$ cat src/sv/hte_pkg.sv
// hte_pkg: shared types and constants of the table-driven Huffman encoder.
// Used by the front end, the command queue, the bit packer and the top level.
// No dependencies.
package hte_pkg;

    // Fixed field widths of the item format.
    localparam int SYM_W       = 8;
    localparam int LEN_W       = 5;
    localparam int CODE_W      = 31;
    localparam int OP_W        = 2;
    localparam int BYTE_W      = 8;
    localparam int IN_DATA_W   = 48;

    // Bit positions of the fields inside s_tdata.
    localparam int SYM_LSB     = 0;
    localparam int LEN_LSB     = SYM_LSB + SYM_W;
    localparam int CODE_LSB    = LEN_LSB + LEN_W;

    // Bits that can wait in the packer for a byte to complete.
    localparam int PEND_W      = BYTE_W - 1;

    // Command queue between the front end and the packer.
    localparam int QUEUE_DEPTH = 4;
    localparam int PTR_W       = $clog2(QUEUE_DEPTH);
    localparam int CNT_W       = $clog2(QUEUE_DEPTH + 2);

    typedef enum logic [OP_W-1:0] {
        OP_LOAD   = 2'd0,
        OP_ENCODE = 2'd1,
        OP_FLUSH  = 2'd2
    } opcode_t;

    typedef enum logic [1:0] {
        CMD_ENC   = 2'd0,
        CMD_FLUSH = 2'd1,
        CMD_ERR   = 2'd2
    } cmd_kind_t;

    // One packer command: an encode carries its looked-up code.
    typedef struct packed {
        cmd_kind_t          kind;
        logic [CODE_W-1:0]  code;
        logic [LEN_W-1:0]   len;
    } cmd_t;

endpackage

$ cat src/sv/hte_cmd_fifo.sv
// hte_cmd_fifo: short command queue between the front end and the packer.
// Register-based, one push and one pop per cycle.
// Depends on hte_pkg.
module hte_cmd_fifo import hte_pkg::*; (
    input  logic             aclk,
    input  logic             aresetn,
    input  logic             push,
    input  cmd_t             push_cmd,
    input  logic             pop,
    output logic             head_valid,
    output cmd_t             head_cmd,
    output logic [CNT_W-1:0] count
);

    cmd_t             slot_reg [QUEUE_DEPTH];
    logic [PTR_W-1:0] wr_ptr_reg;
    logic [PTR_W-1:0] rd_ptr_reg;
    logic [CNT_W-1:0] count_reg;

    assign head_valid = (count_reg != '0);
    assign head_cmd   = slot_reg[rd_ptr_reg];
    assign count      = count_reg;

    always_ff @(posedge aclk) begin
        if (push) begin
            slot_reg[wr_ptr_reg] <= push_cmd;
        end
    end

    always_ff @(posedge aclk) begin
        if (!aresetn) begin
            wr_ptr_reg <= '0;
            rd_ptr_reg <= '0;
            count_reg  <= '0;
        end else begin
            if (push) begin
                wr_ptr_reg <= wr_ptr_reg + PTR_W'(1);
            end
            if (pop) begin
                rd_ptr_reg <= rd_ptr_reg + PTR_W'(1);
            end
            count_reg <= count_reg + CNT_W'(push) - CNT_W'(pop);
        end
    end

    a_no_overflow: assert property (@(posedge aclk) disable iff (!aresetn)
        push && !pop |-> count_reg < CNT_W'(QUEUE_DEPTH))
        else $error("command queue overflow");

endmodule

$ cat config.mk
export PLATFORM = sky130hd
export DESIGN_NAME = hte_cmd_fifo
export DESIGN_NICKNAME = d
export VERILOG_FILES = /design/src/sv/hte_pkg.sv /design/src/sv/hte_cmd_fifo.sv
export SDC_FILE = /design/constraint.sdc
export NUM_CORES = 1
export LEC_CHECK = 0
export ABC_CLOCK_PERIOD_IN_PS = 3550
export BUFFER_PORTS_ARGS = -buffer_cell sky130_fd_sc_hd__buf_2
export CAP_MARGIN = 25
export CORE_UTILIZATION = 45
export DETAILED_ROUTE_END_ITERATION = 16
export PLACE_DENSITY = 0.65
export SETUP_SLACK_MARGIN = 0.5
export SYNTH_ARGS = -nofsm -noshare
export SYNTH_HDL_FRONTEND = slang
export SYNTH_SLANG_ARGS = --single-unit
$ cat constraint.sdc
create_clock -name aclk -period 3.55 [get_ports aclk]
set_input_delay 0.5325 -clock aclk [delete_from_list [all_inputs] [get_ports aclk]]
set_output_delay 0.5325 -clock aclk [all_outputs]
set_load 0.02 [all_outputs]
Yosys cells after proc, flatten, opt, wreduce, memory -nomap -nowiden
Memories as Yosys holds them, arrays and structs flattened. A register that Yosys moved wholly into a read port is not among the register bits.
Index checks and enable logic that the tools add are counted.

cells by class
  add/sub/neg operators = 4
  muxes and demuxes = 4
  reductions and logical operators = 1

operators with widths
  operator                                                       count
  2-bit by 1-bit adder with 2-bit output, second input constant  2
  2-bit two-way mux                                              2
  3-bit by 1-bit adder with 3-bit output                         1
  3-bit nonzero test                                             1
  3-bit by 1-bit subtractor with 3-bit output                    1
  1-bit two-way mux                                              2

word-level totals
  register bits = 7
  bits in writable memories = 152
  input port bits = 42
  logic and storage cells = 13
  memories = 1

memories
  name      depth  bits a word  read ports  clocked after memory_dff  write ports  line                RTL
  slot_reg  4      38           1           1                         1            hte_cmd_fifo.sv:15  cmd_t slot_reg [QUEUE_DEPTH];

Depth between registers and ports, before layout
  word-level depth = 3
  gate-level depth with buffers = 7
  gate-level depth less buffers = 7

Worst setup path after synthesis
No wires, ideal clock.

  kind = reg-to-reg
  from = register wr_ptr_reg[0]
  to = memory slot_reg[2][0] (netlist name) (enable)
  arrival = 1.466 ns
  setup slack = 1.685 ns
  stages on the path, launching flop included = 4
  path buffers = 0
  clock period less this slack = 1.865 ns
  path through = dfxtp_1 inv_1 ha_1 and2_1

RTL lines
  item                    line                RTL
  start, declared         hte_cmd_fifo.sv:16  logic [PTR_W-1:0] wr_ptr_reg;
  start signal, assigned  hte_cmd_fifo.sv:37  wr_ptr_reg <= wr_ptr_reg + PTR_W'(1);
  end, declared           hte_cmd_fifo.sv:15

No word-level cell before the write port.

==> flow_summary.ini <==
[run_status]
status = finished clean

[synthesis]
synth-compound-area-share_pct = 0.2530
synthCells = 240
synth_fa_ha_area_share_pct = 1.602
yosys.area_share.simple_pct = 1.180
synth-xor-area-share_pct = 0.6956
synth_area_leaders = edfxtp_1 77%, mux4_2 14%, dfxtp_1 3.0%
synth_top_family_by_area = multiplexers
synth_area_mm2 = 0.005936
synth_cell_types = 20
syn_nets = 289
avgSynthCellArea_um2 = 24.73
yosysTopAreaCellShare_pct = 76.90
ys_top_cells_by_count = 152 x edfxtp_1, 38 x mux4_2, 9 x dfxtp_1
yosysSeqAreaShare_pct = 79.93
async_flop_share_pct = 0
yosysMostFrequentCell = edfxtp_1
ys_ff_latch = 161
yosysWarnings = 0
muxShareOfSynthArea_pct = 14.59
synth_edf_count = 152
yosysTopAreaCell = edfxtp_1
ys.flop_type = edfxtp_1

[grt]
antenna_found_initial = 1
grtUsageMet1_pct = 20.59
track_usage_pct = 16.90
grt_pass1_vias = 2875
use_met2_pct = 27.50
grt_pass1_wl_mm = 15.70
grt_max_degree = 39
met3_usage_pct = 5.664
grt-ovfl-total = 0
grt-busiest-layer = met2

[timing]
timing.final.max_slew_violations = 0
fmaxAchievable_mhz = 366.9
clock_skew_ns = 0.01177
finalCriticalPeriod_ns = 2.726
tightest_slew_ns = 0.8367
tns_ns = 0
hold_violations = 0
setup_viol = 0
slew_headroom_pct = 44.22
rsz0062_at_grt = no
fin_crit_sh_pct = 76.79

[route]
wl_per_cell_um = 19.33
num_vias = 2700
drt_pass1_iterations = 4
ant_nets = 0
drt_iter0_drc = 196
routed_via_density = 5.143
drt_wl_total_mm = 10.15
drc = 0

[floorplanning]
die_h_um = 116.9
design.core.area_mm2 = 0.01272
ios = 84
start_util_pct = 46.66
fp-row-count = 41
fp.dieArea_mm2 = 0.01365
die_x_um = 116.9

[worst_hold_path]
worstHoldPathType = in2reg

[cells_and_area]
nets = 389
diodes = 0
drive_gt1_share_pct = 45.89
stdcell_count = 525
areaGrowthSynthToFinish_pct = 20.87
largest_reg_flops = 152

[clock_tree]
clk_latency_ns = 0.42
cts_root_buf = clkbuf_16
clk_pin_slew_ns = 0.06
htree_levels = 4
ctsResizeCount = 0
cts.sinks = 161
post_cts_buffers = 0
cts_hold_buf = 0
numCtsBuffers = 17
cts_tree = built
cts_buffer_depth = 2

[worst_setup_path]
crit_path_end_kind = primary output
critical_path.max_fanout = 27
r2r_slack_ns = 1.67
worstPathArrival_ns = 2.19
path_class = reg2out
critPathRequiredTime_ns = 3.02
startpoint_type = flop

[place]
port_buffers = 83
place_inst = 493
place.gp.congestion = 0.6938
detailed_place_hpwl_mm = 6.214

[power_and_ir_drop]
power.density_mw_per_mm2 = 632.0
max-vdd-ir-drop_mv = 0.4552
p_leak_nw = 2.484
power.total_mw = 4.534

[job]
cap_violations = 0
layout by cell type (no fill, tap or decap), types with 2 or more instances in the layout:
| cell | n |
|---|---|
| and2_1 | 2 |
| ha_1 | 6 |
| and2_2 | 4 |
| dfxtp_1 | 7 |
| nor2_1 | 5 |
| clkinv_2 | 6 |
| clkbuf_16 | 17 |
| clkinv_1 | 4 |
| buf_4 | 4 |
| inv_1 | 7 |
| mux4_2 | 38 |
| xnor2_1 | 2 |
| bufinv_16 | 4 |
| buf_2 | 83 |
| edfxtp_1 | 152 |
critical path: stages (launching register included):
cell,delay (ns)
dfxtp_2,0.86
buf_4,0.36
mux4_2,0.35
buf_2,0.18
layer usage:
metal | wire length [um] | vias up
li1 | - | 1205
met1 | 4263 | 1397
met2 | 5105 | 81
met3 | 568 | 15
met4 | 195 | 2
met5 | 17 | -
layout make-up:
type | count | area, um2
sequential | 161 | 4750
clock inverter | 15 | 172.7
clock buffer | 17 | 425.4
inverter | 7 | 26.28
tap | 172 | 215.2
multi-input combinational | 64 | 1092
timing repair buffer | 89 | 493.0
fill | 1000 | 5548
worst paths after layout:
kind,from,to,depth (start not counted)
max,flop,head_cmd[35],3
min reg2reg,wr_ptr_reg[1]$_SDFFE_PN0P_,wr_ptr_reg[1]$_SDFFE_PN0P_,2
max reg2reg,wr_ptr_reg[0]$_SDFFE_PN0P_,slot_reg[2][21]$_DFFE_PP_,4
min,push_cmd[11],slot_reg[2][11]$_DFFE_PP_,1
through the flow:
stage / utilization, % / setup slack [ns] / area (um2) / hold WS, ns
final: 56.39 / 0.8241 / 7174 / 0.3252
after global routing: 56.39 / 0.7249 / 7174 / 0.3095
after CTS: 56.39 / 0.7926 / 7174 / 0.3097
after detailed placement: 51.69 / 1.250 / 6576 / 0.5353
after global placement: 51.32 / 1.258 / 6529 / 0.5096
after floorplan: - / 1.685 / 5936 / 0.4993
report_power, final:
group / leakage, nW / total [mW] / internal (mW) / switching (mW)
sequential: 1.47 / 2.25 / 2.18 / 0.0634
combinational: 0.716 / 0.455 / 0.208 / 0.247
clock: 0.296 / 1.83 / 1.16 / 0.677
total: 2.48 / 4.53 / 3.55 / 0.988
logic make-up after synthesis:
kind of cell | after synthesis
simple gates | 13
xor+xnor | 3
buf+inv | 15
mux | 39
fa+ha+maj | 7
compound gates | 2
flops | 161
Power figures use the tool's default switching activity.
