## src/sv/hte_pkg.sv

```systemverilog
// hte_pkg: shared types and constants of the table-driven Huffman encoder.
// Used by the front end, the command queue, the bit packer and the top level.
// No dependencies.
package hte_pkg;

    // Fixed field widths of the item format.
    localparam int SYM_W       = 8;
    localparam int LEN_W       = 5;
    localparam int CODE_W      = 31;
    localparam int OP_W        = 2;
    localparam int BYTE_W      = 8;
    localparam int IN_DATA_W   = 48;

    // Bit positions of the fields inside s_tdata.
    localparam int SYM_LSB     = 0;
    localparam int LEN_LSB     = SYM_LSB + SYM_W;
    localparam int CODE_LSB    = LEN_LSB + LEN_W;

    // Bits that can wait in the packer for a byte to complete.
    localparam int PEND_W      = BYTE_W - 1;

    // Command queue between the front end and the packer.
    localparam int QUEUE_DEPTH = 4;
    localparam int PTR_W       = $clog2(QUEUE_DEPTH);
    localparam int CNT_W       = $clog2(QUEUE_DEPTH + 2);

    typedef enum logic [OP_W-1:0] {
        OP_LOAD   = 2'd0,
        OP_ENCODE = 2'd1,
        OP_FLUSH  = 2'd2
    } opcode_t;

    typedef enum logic [1:0] {
        CMD_ENC   = 2'd0,
        CMD_FLUSH = 2'd1,
        CMD_ERR   = 2'd2
    } cmd_kind_t;

    // One packer command: an encode carries its looked-up code.
    typedef struct packed {
        cmd_kind_t          kind;
        logic [CODE_W-1:0]  code;
        logic [LEN_W-1:0]   len;
    } cmd_t;

endpackage

```

## src/sv/hte_packer.sv

```systemverilog
// hte_packer: bit packer that carries out queued commands and drives results.
// Emits one byte per cycle into a registered output stage when m_ is not stalled.
// Depends on hte_pkg.
module hte_packer import hte_pkg::*; #(
    parameter int MAX_CODE_LEN = 31
) (
    input  logic              aclk,
    input  logic              aresetn,
    input  logic              head_valid,
    input  cmd_t              head_cmd,
    output logic              pop,
    output logic              m_tvalid,
    input  logic              m_tready,
    output logic [BYTE_W-1:0] m_tdata,
    output logic              m_tuser,
    output logic              m_tlast
);

    localparam int ACC_W = MAX_CODE_LEN + PEND_W;
    localparam int TOT_W = $clog2(ACC_W + 1);

    // Only the low total_reg bits of acc_reg are meaningful; bits above are
    // never read, so they need no clearing.
    logic [ACC_W-1:0]  acc_reg,   acc_next;
    logic [TOT_W-1:0]  total_reg, total_next;
    logic              valid_reg, valid_next;
    logic [BYTE_W-1:0] data_reg,  data_next;
    logic              err_reg,   err_next;
    logic              last_reg,  last_next;

    logic              out_free;
    logic [TOT_W-1:0]  emit_sh;
    logic [2:0]        flush_sh;

    assign out_free = !valid_reg || m_tready;
    assign emit_sh  = total_reg - TOT_W'(BYTE_W);
    assign flush_sh = 3'(4'd8 - 4'(total_reg));

    always_comb begin
        acc_next   = acc_reg;
        total_next = total_reg;
        valid_next = valid_reg && !m_tready;
        data_next  = data_reg;
        err_next   = err_reg;
        last_next  = last_reg;
        pop        = 1'b0;

        if (total_reg >= TOT_W'(BYTE_W)) begin
            if (out_free) begin
                valid_next = 1'b1;
                data_next  = BYTE_W'(acc_reg >> emit_sh);
                err_next   = 1'b0;
                last_next  = (emit_sh < TOT_W'(BYTE_W));
                total_next = emit_sh;
            end
        end else if (head_valid) begin
            case (head_cmd.kind)
                CMD_ENC: begin
                    pop        = 1'b1;
                    acc_next   = (acc_reg << head_cmd.len) | ACC_W'(head_cmd.code);
                    total_next = total_reg + TOT_W'(head_cmd.len);
                end
                CMD_FLUSH: begin
                    if (total_reg == '0) begin
                        pop = 1'b1;
                    end else if (out_free) begin
                        pop        = 1'b1;
                        valid_next = 1'b1;
                        data_next  = acc_reg[BYTE_W-1:0] << flush_sh;
                        err_next   = 1'b0;
                        last_next  = 1'b1;
                        total_next = '0;
                    end
                end
                CMD_ERR: begin
                    if (out_free) begin
                        pop        = 1'b1;
                        valid_next = 1'b1;
                        data_next  = '0;
                        err_next   = 1'b1;
                        last_next  = 1'b1;
                    end
                end
                default: begin
                    pop = 1'b1;
                end
            endcase
        end
    end

    always_ff @(posedge aclk) begin
        acc_reg  <= acc_next;
        data_reg <= data_next;
        err_reg  <= err_next;
        last_reg <= last_next;
        if (!aresetn) begin
            total_reg <= '0;
            valid_reg <= 1'b0;
        end else begin
            total_reg <= total_next;
            valid_reg <= valid_next;
        end
    end

    assign m_tvalid = valid_reg;
    assign m_tdata  = data_reg;
    assign m_tuser  = err_reg;
    assign m_tlast  = last_reg;

    a_pop_needs_head: assert property (@(posedge aclk) disable iff (!aresetn)
        pop |-> head_valid)
        else $error("packer popped an empty queue");

    a_total_bounded: assert property (@(posedge aclk) disable iff (!aresetn)
        total_reg <= TOT_W'(ACC_W))
        else $error("packer bit count out of range");

    a_err_result: assert property (@(posedge aclk) disable iff (!aresetn)
        m_tvalid && m_tuser |-> m_tlast && m_tdata == '0)
        else $error("error result must be a single zero byte");

    a_busy_no_pop: assert property (@(posedge aclk) disable iff (!aresetn)
        total_reg >= TOT_W'(BYTE_W) |-> !pop)
        else $error("command taken while a byte is still pending");

endmodule

```

## config.mk

```make
export PLATFORM = sky130hd
export DESIGN_NAME = hte_packer
export DESIGN_NICKNAME = d
export VERILOG_FILES = /design/src/sv/hte_pkg.sv /design/src/sv/hte_packer.sv
export SDC_FILE = /design/constraint.sdc
export NUM_CORES = 1
export LEC_CHECK = 0
export ABC_AREA = 1
export CORE_MARGIN = 8
export CORE_UTILIZATION = 66
export CTS_CLUSTER_DIAMETER = 40
export DETAILED_ROUTE_END_ITERATION = 10
export DONT_BUFFER_PORTS = 1
export PLACE_DENSITY_LB_ADDON = 0.12
export SETUP_SLACK_MARGIN = 0.4
export SLEW_MARGIN = 20
export SYNTH_ARGS = -nofsm -noshare
export SYNTH_HDL_FRONTEND = slang
export SYNTH_SLANG_ARGS = --single-unit
```

## constraint.sdc

```tcl
create_clock -name aclk -period 3.8 [get_ports aclk]
set_input_delay 0.76 -clock aclk [delete_from_list [all_inputs] [get_ports aclk]]
set_output_delay 0.76 -clock aclk [all_outputs]
set_load 0.05 [all_outputs]
```

After elaboration in Yosys (flattened, before gate mapping)
Cells that the tools add are included.
W data, S select, Z words.
{"block": "word_totals", "ff_bits": 55, "inputBits": 42, "out_inout_bits": 12, "elab_cells": 72}
{"block": "classes", "add_sub_neg": 3, "n_lt_le_gt_ge": 2, "eq_ne": 7, "shifts": 3, "n_mux": 35, "n_bitwise": 2, "n_reduce_logical": 14}
{"op": "$mux W8", "n": 6}
{"op": "$or A38 B31 Y38", "n": 1}
{"op": "$shl A38 B5 Y38", "n": 1}
{"op": "$shr A38 B6 Y8", "n": 1}
{"op": "$mux W6", "n": 5}
{"op": "$mux W1", "n": 18}
{"op": "$pmux W8 S2", "n": 1}
{"op": "$pmux W6 S2", "n": 1}
{"op": "$ne A3 B3 Y1 const B", "n": 3}
{"op": "$pmux W1 S2", "n": 4}
{"op": "$reduce_and A4 Y1", "n": 2}
{"op": "$shl A8 B3 Y8", "n": 1}
{"op": "$add A6 B5 Y6", "n": 1}
{"op": "$ge A6 B4 Y1 const B", "n": 1}
{"op": "$logic_not A6 Y1", "n": 1}
{"op": "$lt A6 B4 Y1 const B", "n": 1}
{"op": "$reduce_and A6 Y1", "n": 1}
{"op": "$reduce_bool A3 Y1", "n": 2}
{"op": "$sub A6 B4 Y6 const B", "n": 1}
{"op": "$reduce_and A5 Y1", "n": 1}
{"op": "$ne A2 B2 Y1 const B", "n": 2}
{"op": "$reduce_and A3 Y1", "n": 1}
{"op": "$sub A1 B3 Y3 const A", "n": 1}
{"op": "$eq A2 B1 Y1 const B", "n": 1}
{"op": "other kinds (7)", "n": 8}

Logic depth before layout (Yosys ltp)
{"block": "logic_depth", "depth_word": 7, "mapped_depth": 13, "mapped_depth_nobuf": 11}

Least setup slack after synthesis
No wires, ideal clock.
{"block": "synth_path", "path_type": "input to register", "start": "input head_cmd[36] in the netlist's numbering", "end": "register acc_reg[0] (enable)", "setup_time_ps": 429, "arrival_ps": 2568, "required_time_ps": 3371, "path_slack_ps": 802, "path_stages": 4, "n_path_buf": 0, "path_cell_list": "inv_1 -> ha_1 -> inv_1 -> nor2_1"}
{"block": "synth_via", "elab_chain_cells": 2}
{"item": "start, declared", "line": "hte_packer.sv:10", "source": "input cmd_t head_cmd,"}
{"item": "$logic_not A2 Y1", "line": "hte_packer.sv:57", "source": "case (head_cmd.kind)"}
{"item": "$reduce_and A3 Y1 (no line)"}
{"item": "end signal, assigned", "line": "hte_packer.sv:92", "source": "acc_reg <= acc_next;"}
{"item": "end, declared", "line": "hte_packer.sv:24", "source": "logic [ACC_W-1:0] acc_reg, acc_next;"}
No other way between the ends.
A chain may end at the register's enable or synchronous reset.

Worst setup path in the final report
{"block": "layout_path", "start": "register total_reg[3]", "end": "output pop"}
{"block": "layout_via", "elab_chain_cells": 5, "elab_cells_between_ends": 6, "cone_classes": "order compare: 1; mux: 4; reduce/logical: 1"}
{"item": "start, declared", "line": "hte_packer.sv:25", "source": "logic [TOT_W-1:0] total_reg, total_next;"}
{"item": "start signal, assigned", "line": "hte_packer.sv:100", "source": "total_reg <= total_next;"}
{"item": "$logic_not A6 Y1", "line": "hte_packer.sv:64", "source": "if (total_reg == '0) begin"}
{"item": "$mux W1", "line": "hte_packer.sv:64"}
{"item": "$pmux W1 S2", "line": "hte_packer.sv:57"}
{"item": "$mux W1", "line": "hte_packer.sv:56", "source": "end else if (head_valid) begin"}
{"item": "$mux W1 (*)", "line": "hte_packer.sv:48", "source": "if (total_reg >= TOT_W'(BYTE_W)) begin"}
{"item": "end, declared", "line": "hte_packer.sv:11", "source": "output logic pop,"}
Every way passes the cells marked *; elsewhere a longest branch is shown, timed or not.

==> results.md <==
### Synthesis
• **basic-gate share of the synthesized area counting and, or, nand and nor cells** 49.77%
• **Yosys warning total** 0
• **async set-reset flop share out of synthesis** 0%
• **net count after synthesis** 1060
• **XOR/XNOR Fraction of Synth Area** 0.2812%
• **adder and majority gate portion of the synthesized area** 2.531%
• **share of synthesized area occupied by flip-flops and latches** 25.39%
• **compound-gate portion of the synthesized area** 12.31%
• **combined area of all synthesized cells** 0.006230 mm²
• **count of unique library cells instantiated by Yosys** 50
• **Synth Register Bits** 55
• **average cell area after synthesis** 6.193 µm²
• **dominant combinational cell family by area after synthesis** simple AND/OR/NAND/NOR gates
• **cell count after synthesis** 1006
• **top flip-flop cell by instance count after synthesis** sky130_fd_sc_hd__edfxtp_1
• **number of enable-type register cells in the synthesized netlist** 48
• **share of cell area taken by muxes after synthesis** 0.6427%

### Worst setup path
• **category of the most critical setup path** reg -> out
• **delay-heaviest family, CP** flip-flops
• **count of cell instances traversed by the critical path** 8
• **category of the worst setup path launch point** flip-flop
• **cell-by-cell trace of the critical path** inv_2 > nand3_2 > nor2_2 > inv_1 > a21oi_1 > a21oi_1 > a21oi_1 > buf_4
• **crit-path max FO** 20
• **launching point of the worst reg2reg path** total_reg[3]
• **Crit path arrival time** 2.31 ns
• **worst path required time** 3.04 ns
• **worst flop-to-flop path endpoint** m_tdata[6]
• **CP max-delay cell** sky130_fd_sc_hd__dfxtp_1
• **count of cells along the worst register-to-register path** 9
• **type of destination of the critical path** primary output
• **Worst Path Buf+Inv** 3
• **most frequent cell on the critical path** sky130_fd_sc_hd__a21oi_1
• **worst-case register-to-register setup slack** 1.01 ns
• **delay of the slowest cell on the worst path** 0.91 ns

### Global route
• **grt total ovfl** 0
• **initial antenna violation count** 1
• **pin count of the biggest net entering global routing** 48
• **first-pass GRT wire length** 31.88 mm
• **Total Routing Usage GR** 30.55%
• **via count of the first global-routing pass** 6338

### Finish
• **top library cells by usage in the layout, fill and taps aside** sky130_fd_sc_hd__nand2_1 (338), sky130_fd_sc_hd__nand3_1 (255), sky130_fd_sc_hd__edfxtp_1 (48)
• **layout cell share with drive strength beyond 1** 5.313%
• **most frequent standard cell in the layout excluding fill and tap cells** sky130_fd_sc_hd__nand2_1
• **final layout net count** 1013
• **antenna cells** 0
• **synth-to-layout area growth** -0.9038%
• **Largest register FFs** 38

### Timing
• **post-route minimum period** 3.065 ns
• **total negative slack** 0 ns
• **Least-Margin Pin Slew** 1.066 ns
• **post-route clock skew** 0.01343 ns
• **remaining max-slew budget at the tightest pin** 28.51%
• **count of pins over their slew limit** 0
• **number of failing hold endpoints at the final stage** 0
• **RSZ-0062 raised after global routing** no
• **FMAX** 326.3 MHz
• **final number of setup-violating endpoints** 0
• **part of the cycle the worst path needs** 80.66%

### Floorplanning
• **floorplan row count** 35
• **Chip Height** 113.2 µm
• **number of ports placed on the die boundary** 54
• **horizontal die dimension** 113.2 µm
• **starting density of the core** 67.74%
• **die outline area** 0.01280 mm²
• **core area** 0.009196 mm²

### Clock tree
• **Root Buffer** sky130_fd_sc_hd__clkbuf_8
• **clk buf depth** 2
• **H-tree depth** 2
• **clock latency at the later pin of the worst-skew pair** 0.33 ns
• **TritonCTS buffer count** 5
• **clock tree from TritonCTS** done
• **CTS Hold Buffers Added** 0
• **cells resized by post-CTS repair** 0
• **Post CTS Setup Buffer Count** 0
• **number of clock sinks seen by CTS** 55
• **Worst-path clk slew** 0.11 ns

### Detailed routing
• **DRC violation count after routing** 0
• **number of violations reported at the end of detailed-routing iteration 0** 1180
• **average detailed-routed wire length per instance** 18.25 µm
• **post-route antenna net violation count** 0
• **routed vias/inst** 6.448
• **aggregate routed wire length** 19.55 mm
• **via count** 6906
• **detailed-router iteration count before antenna repair** 6

### Job
• **reported max-cap violation count** 0

### Place
• **last weighted congestion value of the routability-driven placer** 1.000
• **number of port buffers** 0
• **HPWL after detailed placement** 14.66 mm

### Worst hold path
• **launch point of the worst hold path** total_reg[4]
• **type of the worst min-delay path** reg -> reg
• **Worst Hold End** total_reg[4]
• **count of cells along the worst hold path** 2

### Power and ir drop
• **Final Power** 3.491 mW
• **pwr dens** 565.4 mW/mm²
• **worst voltage drop across the vdd grid** 0.0005949 V
• **leak pwr** 2.738 nW

### Run status
• **outcome** complete, no violations

cell families (layout without fill, tap and decap cells):
kind of cell | count (synthesis) | count (layout)
buf+inv | 117 | 71
xor+xnor | 2 | 2
fa+ha+maj | 12 | 12
mux | 4 | 4
compound gates | 133 | 133
flops | 55 | 55
simple gates | 683 | 683
cell usage after synthesis (8+ instances only):
cell type                  count  area, µm²
sky130_fd_sc_hd__a21oi_1      25      125.1
sky130_fd_sc_hd__and2_1        8      50.05
sky130_fd_sc_hd__buf_1        15      56.30
sky130_fd_sc_hd__buf_2        13      65.06
sky130_fd_sc_hd__buf_4         9      67.56
sky130_fd_sc_hd__buf_6         9      101.4
sky130_fd_sc_hd__clkbuf_1     14      52.55
sky130_fd_sc_hd__edfxtp_1     48       1441
sky130_fd_sc_hd__ha_1         11      137.6
sky130_fd_sc_hd__inv_1        43      161.4
sky130_fd_sc_hd__nand2_1     338       1269
sky130_fd_sc_hd__nand3_1     255       1276
sky130_fd_sc_hd__nand3b_1      9      67.56
sky130_fd_sc_hd__nor2_1       34      127.6
sky130_fd_sc_hd__o21ai_0      44      220.2
sky130_fd_sc_hd__o21ai_1      27      135.1
sky130_fd_sc_hd__o21bai_1     11      82.58
sky130_fd_sc_hd__or2_1        12      75.07
stage by stage:
stage	cells	worst slack [ns]	hold slack, ns	util [%]	instance area, µm²
after global routing	1071	0.5713	0.5413	67.13	6173
after global placement	1063	1.137	0.4956	66.12	6081
after detailed placement	1063	1.070	0.5177	66.12	6081
after floorplan	1006	0.8023	0.4820	-	6230
final	1071	0.7349	0.5353	67.13	6173
after CTS	1071	0.7446	0.5341	67.13	6173
per-layer routing:
| layer | GRT usage, % | up-vias | wire length [µm] |
|---|---|---|---|
| li1 | - | 3322 | - |
| met1 | 39.99 | 3090 | 8153 |
| met2 | 47.50 | 429 | 8637 |
| met3 | 7.774 | 63 | 2087 |
| met4 | 11.10 | 2 | 657 |
| met5 | 0 | - | 10 |
worst max path at each step:
stage	from	endpoint	slack, ns
floorplan	head_cmd[36]	acc_reg[0]	0.80
global placement	total_reg[3]	m_tdata[6]	1.14
detailed placement	total_reg[3]	m_tdata[6]	1.07
CTS	total_reg[3]	pop	0.74
global route	total_reg[3]	pop	0.57
finish	total_reg[3]	pop	0.73
report_power, final:
group	internal (mW)	switching, mW
Combinational	0.623	1.35
Sequential	0.837	0.312
Clock	0.134	0.232
Total	1.60	1.90
tightest hold or removal path, delay by kind of cell, from the launching register on:
family,cells,cell delay (ns)
AND/OR/NAND/NOR,2,0.15
flip-flops,1,0.35
layout make-up:
| type | instances | area [µm²] |
|---|---|---|
| Multi-Input combinational cell | 834 | 4090 |
| Tap cell | 111 | 138.9 |
| Clock inverter | 3 | 23.77 |
| Sequential cell | 55 | 1582 |
| Inverter | 56 | 217.7 |
| Timing Repair Buffer | 7 | 52.55 |
| Fill cell | 857 | 3023 |
| Clock buffer | 5 | 68.82 |
Note: power is estimated with default switching activity, not from simulation.
